`src/rtl/mfs_pkg.sv`:
```
// Types and constants shared by the motor fault supervisor modules.
package mfs_pkg;

  localparam logic REQ_TICK  = 1'b0;
  localparam logic REQ_CLEAR = 1'b1;

  localparam int FAULT_W = 6;

  localparam logic [FAULT_W-1:0] F_OVERCURRENT = 6'h01;
  localparam logic [FAULT_W-1:0] F_OVERSPEED   = 6'h02;
  localparam logic [FAULT_W-1:0] F_LOWBATT     = 6'h04;
  localparam logic [FAULT_W-1:0] F_OVERVOLT    = 6'h08;
  localparam logic [FAULT_W-1:0] F_COMMS       = 6'h10;
  localparam logic [FAULT_W-1:0] F_STALL       = 6'h20;

  // |speed| below one rpm, in sixteenths of rpm
  localparam logic [19:0] STILL_LIMIT = 20'd16;

  typedef enum logic [2:0] {
    CFG_MAX_CURRENT   = 3'd0,
    CFG_OC_HOLD       = 3'd1,
    CFG_MAX_SPEED     = 3'd2,
    CFG_MIN_BATT      = 3'd3,
    CFG_MAX_BATT      = 3'd4,
    CFG_WATCHDOG      = 3'd5,
    CFG_STALL_PWM     = 3'd6,
    CFG_STALL_TIMEOUT = 3'd7
  } cfg_idx_t;

  localparam logic [15:0] RST_MAX_CURRENT   = 16'd3000;
  localparam logic [15:0] RST_OC_HOLD       = 16'd10;
  localparam logic [18:0] RST_MAX_SPEED     = 19'd96000;
  localparam logic [15:0] RST_MIN_BATT      = 16'd10500;
  localparam logic [15:0] RST_MAX_BATT      = 16'd13500;
  localparam logic [31:0] RST_WATCHDOG      = 32'd500;
  localparam logic [15:0] RST_STALL_PWM     = 16'd200;
  localparam logic [31:0] RST_STALL_TIMEOUT = 32'd1000;

  typedef struct packed {
    logic               req_type;
    logic signed [19:0] speed;
    logic signed [15:0] motor_ma;
    logic [15:0]        batt_mv;
    logic [15:0]        duty;
    logic [31:0]        last_cmd_time;
    logic [31:0]        now_time;
  } in_item_t;

  typedef struct packed {
    logic [FAULT_W-1:0] fault_flags;
    logic               safe;
    logic               estop_pulse;
    logic               fault_led;
  } out_item_t;

  typedef struct packed {
    logic [15:0] max_motor_ma;
    logic [15:0] overcurrent_hold_ticks;
    logic [18:0] max_speed;
    logic [15:0] min_batt_mv;
    logic [15:0] max_batt_mv;
    logic [31:0] watchdog_ms;
    logic [15:0] stall_pwm_limit;
    logic [31:0] stall_timeout_ticks;
  } cfg_t;

  typedef struct packed {
    logic [FAULT_W-1:0] latched_faults;
    logic [15:0]        overcurrent_count;
    logic [31:0]        stall_count;
    logic [31:0]        start_stamp;
    logic               start_taken;
  } state_t;

endpackage

```
`src/rtl/mfs_eval.sv`:
```
// Per-item fault evaluation: next supervisor state and the result item.
module mfs_eval #(
  parameter int unsigned STARTUP_GRACE_MS = 100
) (
  input  mfs_pkg::in_item_t  item,
  input  mfs_pkg::state_t    state,
  input  mfs_pkg::cfg_t      cfg,
  output mfs_pkg::state_t    state_next,
  output mfs_pkg::out_item_t result
);

  logic [31:0] stamp;
  logic [31:0] since_cmd;
  logic [31:0] elapsed;
  logic        in_grace;
  logic        comms_ok;
  logic        comms_lost;
  logic [19:0] mag;
  logic        oc_cond;
  logic        stall_cond;
  logic [15:0] oc_inc;
  logic [31:0] st_inc;
  logic [mfs_pkg::FAULT_W-1:0] nf;
  logic        pulse;

  assign stamp      = state.start_taken ? state.start_stamp : item.now_time;
  assign since_cmd  = item.now_time - item.last_cmd_time;
  assign elapsed    = item.now_time - stamp;
  assign in_grace   = elapsed < 32'(STARTUP_GRACE_MS);
  assign comms_ok   = (item.last_cmd_time != 32'd0) && (since_cmd <= cfg.watchdog_ms);
  assign comms_lost = (item.last_cmd_time != 32'd0) && (since_cmd > cfg.watchdog_ms);

  // -(-2^19) wraps to 2^19, which reads correctly as unsigned
  assign mag = item.speed[19] ? 20'(-item.speed) : 20'(item.speed);

  assign oc_cond = (item.duty != 16'd0) &&
                   ($signed({item.motor_ma[15], item.motor_ma}) >
                    $signed({1'b0, cfg.max_motor_ma}));
  assign stall_cond = (item.duty > cfg.stall_pwm_limit) && (mag < mfs_pkg::STILL_LIMIT);

  assign oc_inc = (state.overcurrent_count == 16'hFFFF) ? state.overcurrent_count
                                                        : state.overcurrent_count + 16'd1;
  assign st_inc = (state.stall_count == 32'hFFFF_FFFF) ? state.stall_count
                                                       : state.stall_count + 32'd1;

  always_comb begin
    nf = '0;
    if (oc_cond && (oc_inc >= cfg.overcurrent_hold_ticks)) nf = nf | mfs_pkg::F_OVERCURRENT;
    if (mag > {1'b0, cfg.max_speed})                       nf = nf | mfs_pkg::F_OVERSPEED;
    if (item.batt_mv < cfg.min_batt_mv)                    nf = nf | mfs_pkg::F_LOWBATT;
    if (item.batt_mv > cfg.max_batt_mv)                    nf = nf | mfs_pkg::F_OVERVOLT;
    if (comms_lost)                                        nf = nf | mfs_pkg::F_COMMS;
    if (stall_cond && (st_inc >= cfg.stall_timeout_ticks)) nf = nf | mfs_pkg::F_STALL;
  end

  always_comb begin
    state_next = state;
    pulse      = 1'b0;
    if (item.req_type == mfs_pkg::REQ_CLEAR) begin
      state_next.latched_faults    = '0;
      state_next.overcurrent_count = '0;
      state_next.stall_count       = '0;
    end else begin
      state_next.start_stamp = stamp;
      state_next.start_taken = 1'b1;
      if (state.latched_faults != '0) begin
        if ((state.latched_faults == mfs_pkg::F_COMMS) && comms_ok) begin
          state_next.latched_faults = '0;
        end
      end else if (!in_grace) begin
        state_next.overcurrent_count = oc_cond ? oc_inc : 16'd0;
        state_next.stall_count       = stall_cond ? st_inc : 32'd0;
        state_next.latched_faults    = nf;
        pulse                        = (nf != '0);
      end
    end
  end

  always_comb begin
    result.fault_flags = state_next.latched_faults;
    result.safe        = (state_next.latched_faults == '0);
    result.estop_pulse = pulse;
    result.fault_led   = (state_next.latched_faults != '0);
  end

endmodule

```
`src/rtl/motor_fault_supervisor_top.sv`:
```
// Motor fault supervisor top level: channels, configuration and state registers.
//
// Usage:
//   in channel  (in_valid / in_stall / in_item): one item per millisecond tick, or a
//     clear command (req_type = 1). Accepted when in_valid is high and in_stall low.
//   out channel (out_valid / out_stall / out_item): one result item per input item,
//     in order, holding fault flags, safe, estop pulse and LED level.
//   cfg channel (cfg_valid / cfg_ready / cfg_index / cfg_data): register writes,
//     always ready; write only while no item is in flight.
// Path: an accepted item is held in the input register, and its result then moves to
//   the result register when out_stall lets it advance, which raises out_valid.
//   Throughput: one item per cycle while the output is not stalled; the fault evaluation
//   and the counter updates sit in one short combinational pass between the two registers.
// Stalling: while out_stall holds a result, one more item is taken into the input
//   register; after that in_stall rises until the result is taken.
// Reset: rst (synchronous) restores default limits, clears latched faults, both
//   counters and the start stamp; the first tick afterwards takes the stamp that
//   opens the start-up grace window of STARTUP_GRACE_MS milliseconds.
module motor_fault_supervisor_top #(
  parameter int unsigned STARTUP_GRACE_MS = 100
) (
  input  logic               clk,
  input  logic               rst,
  input  logic               in_valid,
  output logic               in_stall,
  input  mfs_pkg::in_item_t  in_item,
  output logic               out_valid,
  input  logic               out_stall,
  output mfs_pkg::out_item_t out_item,
  input  logic               cfg_valid,
  output logic               cfg_ready,
  input  logic [2:0]         cfg_index,
  input  logic [31:0]        cfg_data
);

  logic               s1_valid;
  mfs_pkg::in_item_t  s1_item;
  mfs_pkg::state_t    state;
  mfs_pkg::state_t    state_next;
  mfs_pkg::cfg_t      cfg;
  mfs_pkg::out_item_t result;
  logic               advance;

  assign advance   = s1_valid && (!out_valid || !out_stall);
  assign in_stall  = s1_valid && !advance;
  assign cfg_ready = 1'b1;

  mfs_eval #(
    .STARTUP_GRACE_MS(STARTUP_GRACE_MS)
  ) u_eval (
    .item      (s1_item),
    .state     (state),
    .cfg       (cfg),
    .state_next(state_next),
    .result    (result)
  );

  always_ff @(posedge clk) begin
    if (rst) begin
      s1_valid <= 1'b0;
    end else if (in_valid && !in_stall) begin
      s1_valid <= 1'b1;
    end else if (advance) begin
      s1_valid <= 1'b0;
    end
  end

  always_ff @(posedge clk) begin
    if (in_valid && !in_stall) begin
      s1_item <= in_item;
    end
  end

  always_ff @(posedge clk) begin
    if (rst) begin
      out_valid <= 1'b0;
    end else if (advance) begin
      out_valid <= 1'b1;
    end else if (!out_stall) begin
      out_valid <= 1'b0;
    end
  end

  always_ff @(posedge clk) begin
    if (advance) begin
      out_item <= result;
    end
  end

  always_ff @(posedge clk) begin
    if (rst) begin
      state <= '0;
    end else if (advance) begin
      state <= state_next;
    end
  end

  always_ff @(posedge clk) begin
    if (rst) begin
      cfg.max_motor_ma           <= mfs_pkg::RST_MAX_CURRENT;
      cfg.overcurrent_hold_ticks <= mfs_pkg::RST_OC_HOLD;
      cfg.max_speed              <= mfs_pkg::RST_MAX_SPEED;
      cfg.min_batt_mv            <= mfs_pkg::RST_MIN_BATT;
      cfg.max_batt_mv            <= mfs_pkg::RST_MAX_BATT;
      cfg.watchdog_ms            <= mfs_pkg::RST_WATCHDOG;
      cfg.stall_pwm_limit        <= mfs_pkg::RST_STALL_PWM;
      cfg.stall_timeout_ticks    <= mfs_pkg::RST_STALL_TIMEOUT;
    end else if (cfg_valid && cfg_ready) begin
      case (mfs_pkg::cfg_idx_t'(cfg_index))
        mfs_pkg::CFG_MAX_CURRENT:   cfg.max_motor_ma           <= cfg_data[15:0];
        mfs_pkg::CFG_OC_HOLD:       cfg.overcurrent_hold_ticks <= cfg_data[15:0];
        mfs_pkg::CFG_MAX_SPEED:     cfg.max_speed              <= cfg_data[18:0];
        mfs_pkg::CFG_MIN_BATT:      cfg.min_batt_mv            <= cfg_data[15:0];
        mfs_pkg::CFG_MAX_BATT:      cfg.max_batt_mv            <= cfg_data[15:0];
        mfs_pkg::CFG_WATCHDOG:      cfg.watchdog_ms            <= cfg_data;
        mfs_pkg::CFG_STALL_PWM:     cfg.stall_pwm_limit        <= cfg_data[15:0];
        mfs_pkg::CFG_STALL_TIMEOUT: cfg.stall_timeout_ticks    <= cfg_data;
        default: begin
        end
      endcase
    end
  end

  a_stall_only_when_full: assert property (@(posedge clk) disable iff (rst)
    in_stall |-> (s1_valid && out_valid && out_stall))
    else $error("input stalled while a stage was free");

  a_clear_empties_state: assert property (@(posedge clk) disable iff (rst)
    (advance && s1_item.req_type == mfs_pkg::REQ_CLEAR) |=>
      (state.latched_faults == '0 && state.overcurrent_count == '0 &&
       state.stall_count == '0))
    else $error("clear item left faults or counters set");

  a_pulse_has_flags: assert property (@(posedge clk) disable iff (rst)
    (out_valid && out_item.estop_pulse) |-> (out_item.fault_flags != '0))
    else $error("estop pulse without a latched fault");

  a_safe_consistent: assert property (@(posedge clk) disable iff (rst)
    out_valid |-> ((out_item.safe == (out_item.fault_flags == '0)) &&
                   (out_item.fault_led != out_item.safe)))
    else $error("safe or LED disagrees with fault flags");

  a_state_holds_idle: assert property (@(posedge clk) disable iff (rst)
    !advance |=> $stable(state))
    else $error("supervisor state changed without an item");

endmodule
```
`config.mk`:
```
export PLATFORM = sky130hd
export DESIGN_NAME = motor_fault_supervisor_top
export DESIGN_NICKNAME = d
export VERILOG_FILES = /design/src/rtl/mfs_pkg.sv /design/src/rtl/mfs_eval.sv /design/src/rtl/motor_fault_supervisor_top.sv
export SDC_FILE = /design/constraint.sdc
export NUM_CORES = 1
export LEC_CHECK = 0
export BUFFER_PORTS_ARGS = -buffer_cell sky130_fd_sc_hd__buf_2
export CAP_MARGIN = 25
export CORE_MARGIN = 1
export CORE_UTILIZATION = 60
export CTS_CLUSTER_DIAMETER = 150
export DETAILED_ROUTE_END_ITERATION = 10
export PLACE_DENSITY = 0.76
export SETUP_SLACK_MARGIN = 0.02
export SLEW_MARGIN = 20
export SYNTH_ARGS = -nofsm -noshare
export SYNTH_HDL_FRONTEND = slang
export SYNTH_SLANG_ARGS = --single-unit
```
`constraint.sdc`:
```
create_clock -name clk -period 19.5 [get_ports clk]
set_clock_uncertainty 0.15 [all_clocks]
set_input_delay 1.95 -clock clk [delete_from_list [all_inputs] [get_ports clk]]
set_output_delay 1.95 -clock clk [all_outputs]
set_load 0.01 [all_outputs]
```
==> metrics <==
status completed; placed cells ~3,100; CP arrival a little over 6000 ps; share of layout cells above drive strength 1 between 10% and 20%; Die Area about 39,000 um2; clock-pin slew on the worst setup and hold paths roughly 60 ps; fin util roughly two thirds; clock sink count between 300 and 400; final non-filler cell total 3,204; antenna diode count 0; Hold Fails Final Rpt 0; EDFF count, synth around 140; PwrDens roughly 80 nW/um2; htree depth 2; Setup Buffers After CTS 0; synthesized flop and latch total around 400; Root Buffer clkbuf_16; Buf/Inv on CP 1; slowest cell on the critical path nor4_1; Post-CTS Hold Buffers 0; total number of vias between 15,000 and 20,000; crit end category flip-flop; setup TNS 0 ps; Worst-Skew Late Latency 570 ps; Top-Level Pins between 150 and 200; crit-path leading delay family compound AO/OA/AOI/OAI gates; crit path launch type flip-flop; DR DRC count 0; TritonCTS clock tree yes; Syn. warnings 0; core box area 36,870 um2; initial antenna violation count 0; Die W around 200 um; Clk pwr share between 30 and 40%; WL/cell 17.97 um; Starting Density between 60% and 70%; fmax ~170 MHz; fillers between 2,000 and 3,000; CTS buffer count 42; drt pass-1 iters 6; post-synthesis cell count about 2,500; Resized cells post-CTS 0; Reg area approximately 9300 um2; DP HPWL 42.14 mm; # nets final 3,068; post-layout min period a little under 6000 ps; Final WS setup roughly 14,000 ps; die height a little under 200 um; number of global-route vias before repair 18,076; Post-synth ARST share 0%; IO buf count approximately 180; routed wire length 57.57 mm; Lkg Pwr 10.54 nW; Worst Max-Slew Pin Slew 983.4 ps; Setup WS pre-CTS about 14,000 ps; total power about 2 mW; Logic pwr share 15.8%; Final Cell Area ~25,000 um2; max-cap viol count 0; Via-to-Cell Ratio ~5.9; final antenna-violating net count 0; CP most frequent cell o21ai_0; Worst slew margin around a third; gp weighted congestion around 0.91; final count of pins violating max slew 0; RSZ-0062 raised after global routing false; critical path peak fanout 5; maximum root-to-sink buffer count 3; max incr delay on CP between 400 and 500 ps; Netlist cell types between 80 and 90; post-synthesis sequential area ratio between 40% and 50%; Pint approximately 1.5 mW; critical path class flip-flop to flip-flop; hold crit path type flip-flop to flip-flop; most used flip-flop cell after synthesis dfxtp_1; Placed Area 23,870 um2; crit share post-route a little under a third; synthesized area per cell roughly 9 um2; area delta synth->final 11.44%; Seq pwr share 44.7%; worst hold slack approximately 300 ps; syn_nets just under 3,000; critical path required time slightly below 20,000 ps; first-pass GRT wire length slightly above 90 mm; crit-path cells inv_1 -> ha_1 -> fa_1 -> nor2b_1 -> o21ai_0 -> a21boi_0 -> o22a_1 -> a311o_1 -> a31oi_1 -> a21oi_1 -> nand4_1 -> nand3_1 -> a21oi_1 -> o21ai_0 -> xor2_1 -> ha_1 -> nand4_1 -> nor4_1 -> a221oi_1 -> a31oi_1 -> o21ai_0 -> or3_1 -> o2111a_1; largest net degree at the start of global routing between 100 and 150; setup violators final 0; grt ovf 0; Tot GR Track Use between 30% and 40%; post-synthesis cell area around 23,000 um2; Row Count 70; Sw Ratio roughly 27%; Net Sw Power between 500 and 600 uW; multi-input combinational cell area about 12,000 um2; Worst VDD drop approximately 80 uV; Iter 0 DRT Violations around 1,400
cells in the mapped netlist (4+ instances only):
master	count	area, um2
nand2_1	383	1438
dfxtp_1	252	5045
a21oi_1	229	1146
ha_1	227	2840
inv_1	217	814.5
nor2_1	159	596.8
edfxtp_1	142	4264
o21ai_0	79	395.4
clkbuf_1	77	289.0
a21o_1	68	510.5
xnor2_1	67	586.8
nand4_1	51	319.1
nand3_1	43	215.2
a211oi_1	39	292.8
mux2i_1	33	330.3
a211o_1	30	262.8
a22o_1	30	262.8
nor3_1	29	145.1
and3_1	27	168.9
nor2b_1	27	168.9
nor4_1	27	168.9
nand3b_1	23	172.7
xor2_1	23	201.4
o21a_1	22	165.2
clkbuf_2	18	90.09
a31oi_1	15	93.84
nand2b_1	15	93.84
or2_2	10	62.56
a21boi_0	9	67.56
and2_1	9	56.30
and4_1	9	78.83
o31ai_1	9	67.56
a221oi_1	8	70.07
a221o_2	7	78.83
o211ai_1	7	52.55
or3_1	7	43.79
o41ai_1	6	52.55
buf_4	5	37.54
clkbuf_8	5	68.82
o22ai_1	5	31.28
or4_1	5	37.54
a31o_2	4	35.03
a32o_1	4	40.04
buf_1	4	15.01
o2111ai_1	4	35.03
layout make-up:
cell class                 count  share of cell area (%)
clock inverter                12                  0.3861
inverter                     217                   3.222
tap                          504                   2.495
multi-input combinational   1811                   47.74
timing repair buffer         201                   4.212
clock buffer                  65                   5.113
sequential                   394                   36.83
sequential cells by signal, indices dropped and copies added (netlist names):
name,count
out_item,9
s1_item,133
cfg,163
out_valid,1
state,87
s1_valid,1
routing by layer:
layer	vias to the layer above	track usage, %	share of wire (%)
li1	9273	-	-
met1	8941	42.03	45
met2	638	48.10	46
met3	104	4.535	6.6
met4	0	8.565	2.2
met5	-	0	0
placed cells by master, fill, tap and decap left out, drive strengths merged, types with 15 or more instances in the layout:
cell type and n:
a211o 31, a211oi 39, a21o 70, a21oi 229
a22o 30, a31oi 15, and3 28, buf 201
clkbuf 65, dfxtp 252, edfxtp 142, ha 227
inv 220, mux2i 33, nand2 384, nand2b 16
nand3 43, nand3b 23, nand4 51, nor2 159
nor2b 27, nor3 31, nor4 32, o21a 22
o21ai 81, xnor2 67, xor2 23
cell families after synthesis:
kind of cell,count (synthesis),synth area share (%)
other,1,0.01653
adder cells (fa/ha/maj),228,12.61
XOR/XNOR,90,3.475
multiplexers,36,1.605
flip-flops,394,41.04
AO/OA/AOI/OAI,612,17.67
buffers and inverters,331,5.947
AND/OR/NAND/NOR,844,17.64
power groups by stage:
stage | registers, mW | clock network (mW) | logic [mW]
after floorplan | 0.919 | 0 | 0.230
after global placement | 0.925 | 0 | 0.305
after detailed placement | 0.926 | 0 | 0.314
after CTS | 0.909 | 0.815 | 0.316
after global routing | 0.912 | 0.846 | 0.358
final | 0.909 | 0.805 | 0.321
worst reg2reg max path, stage by stage, from the launching register on:
cell and delay [ps]:
edfxtp_1 400, inv_1 60, ha_1 220, fa_1 410, nor2b_1 120, o21ai_0 150, a21boi_0 380, o22a_1 280
a311o_1 210, a31oi_1 100, a21oi_1 320, nand4_1 150, nand3_1 140, a21oi_1 100, o21ai_0 220, xor2_1 110
ha_1 300, nand4_1 150, nor4_1 460, a221oi_1 170, a31oi_1 240, o21ai_0 220, or3_1 400, o2111a_1 160
worst paths after layout:
check / end / slack, ps / cells past startpoint / startpoint
worst max-delay path: out_item[2] / 13610 / 23 / s1_item[0]
worst min register to register: cfg[24] / 300 / 2 / cfg[24]
worst min-delay path: cfg[24] / 300 / 2 / cfg[24]
worst max register to register: out_item[2] / 13610 / 23 / s1_item[0]
Power figures use the tool's default switching activity.
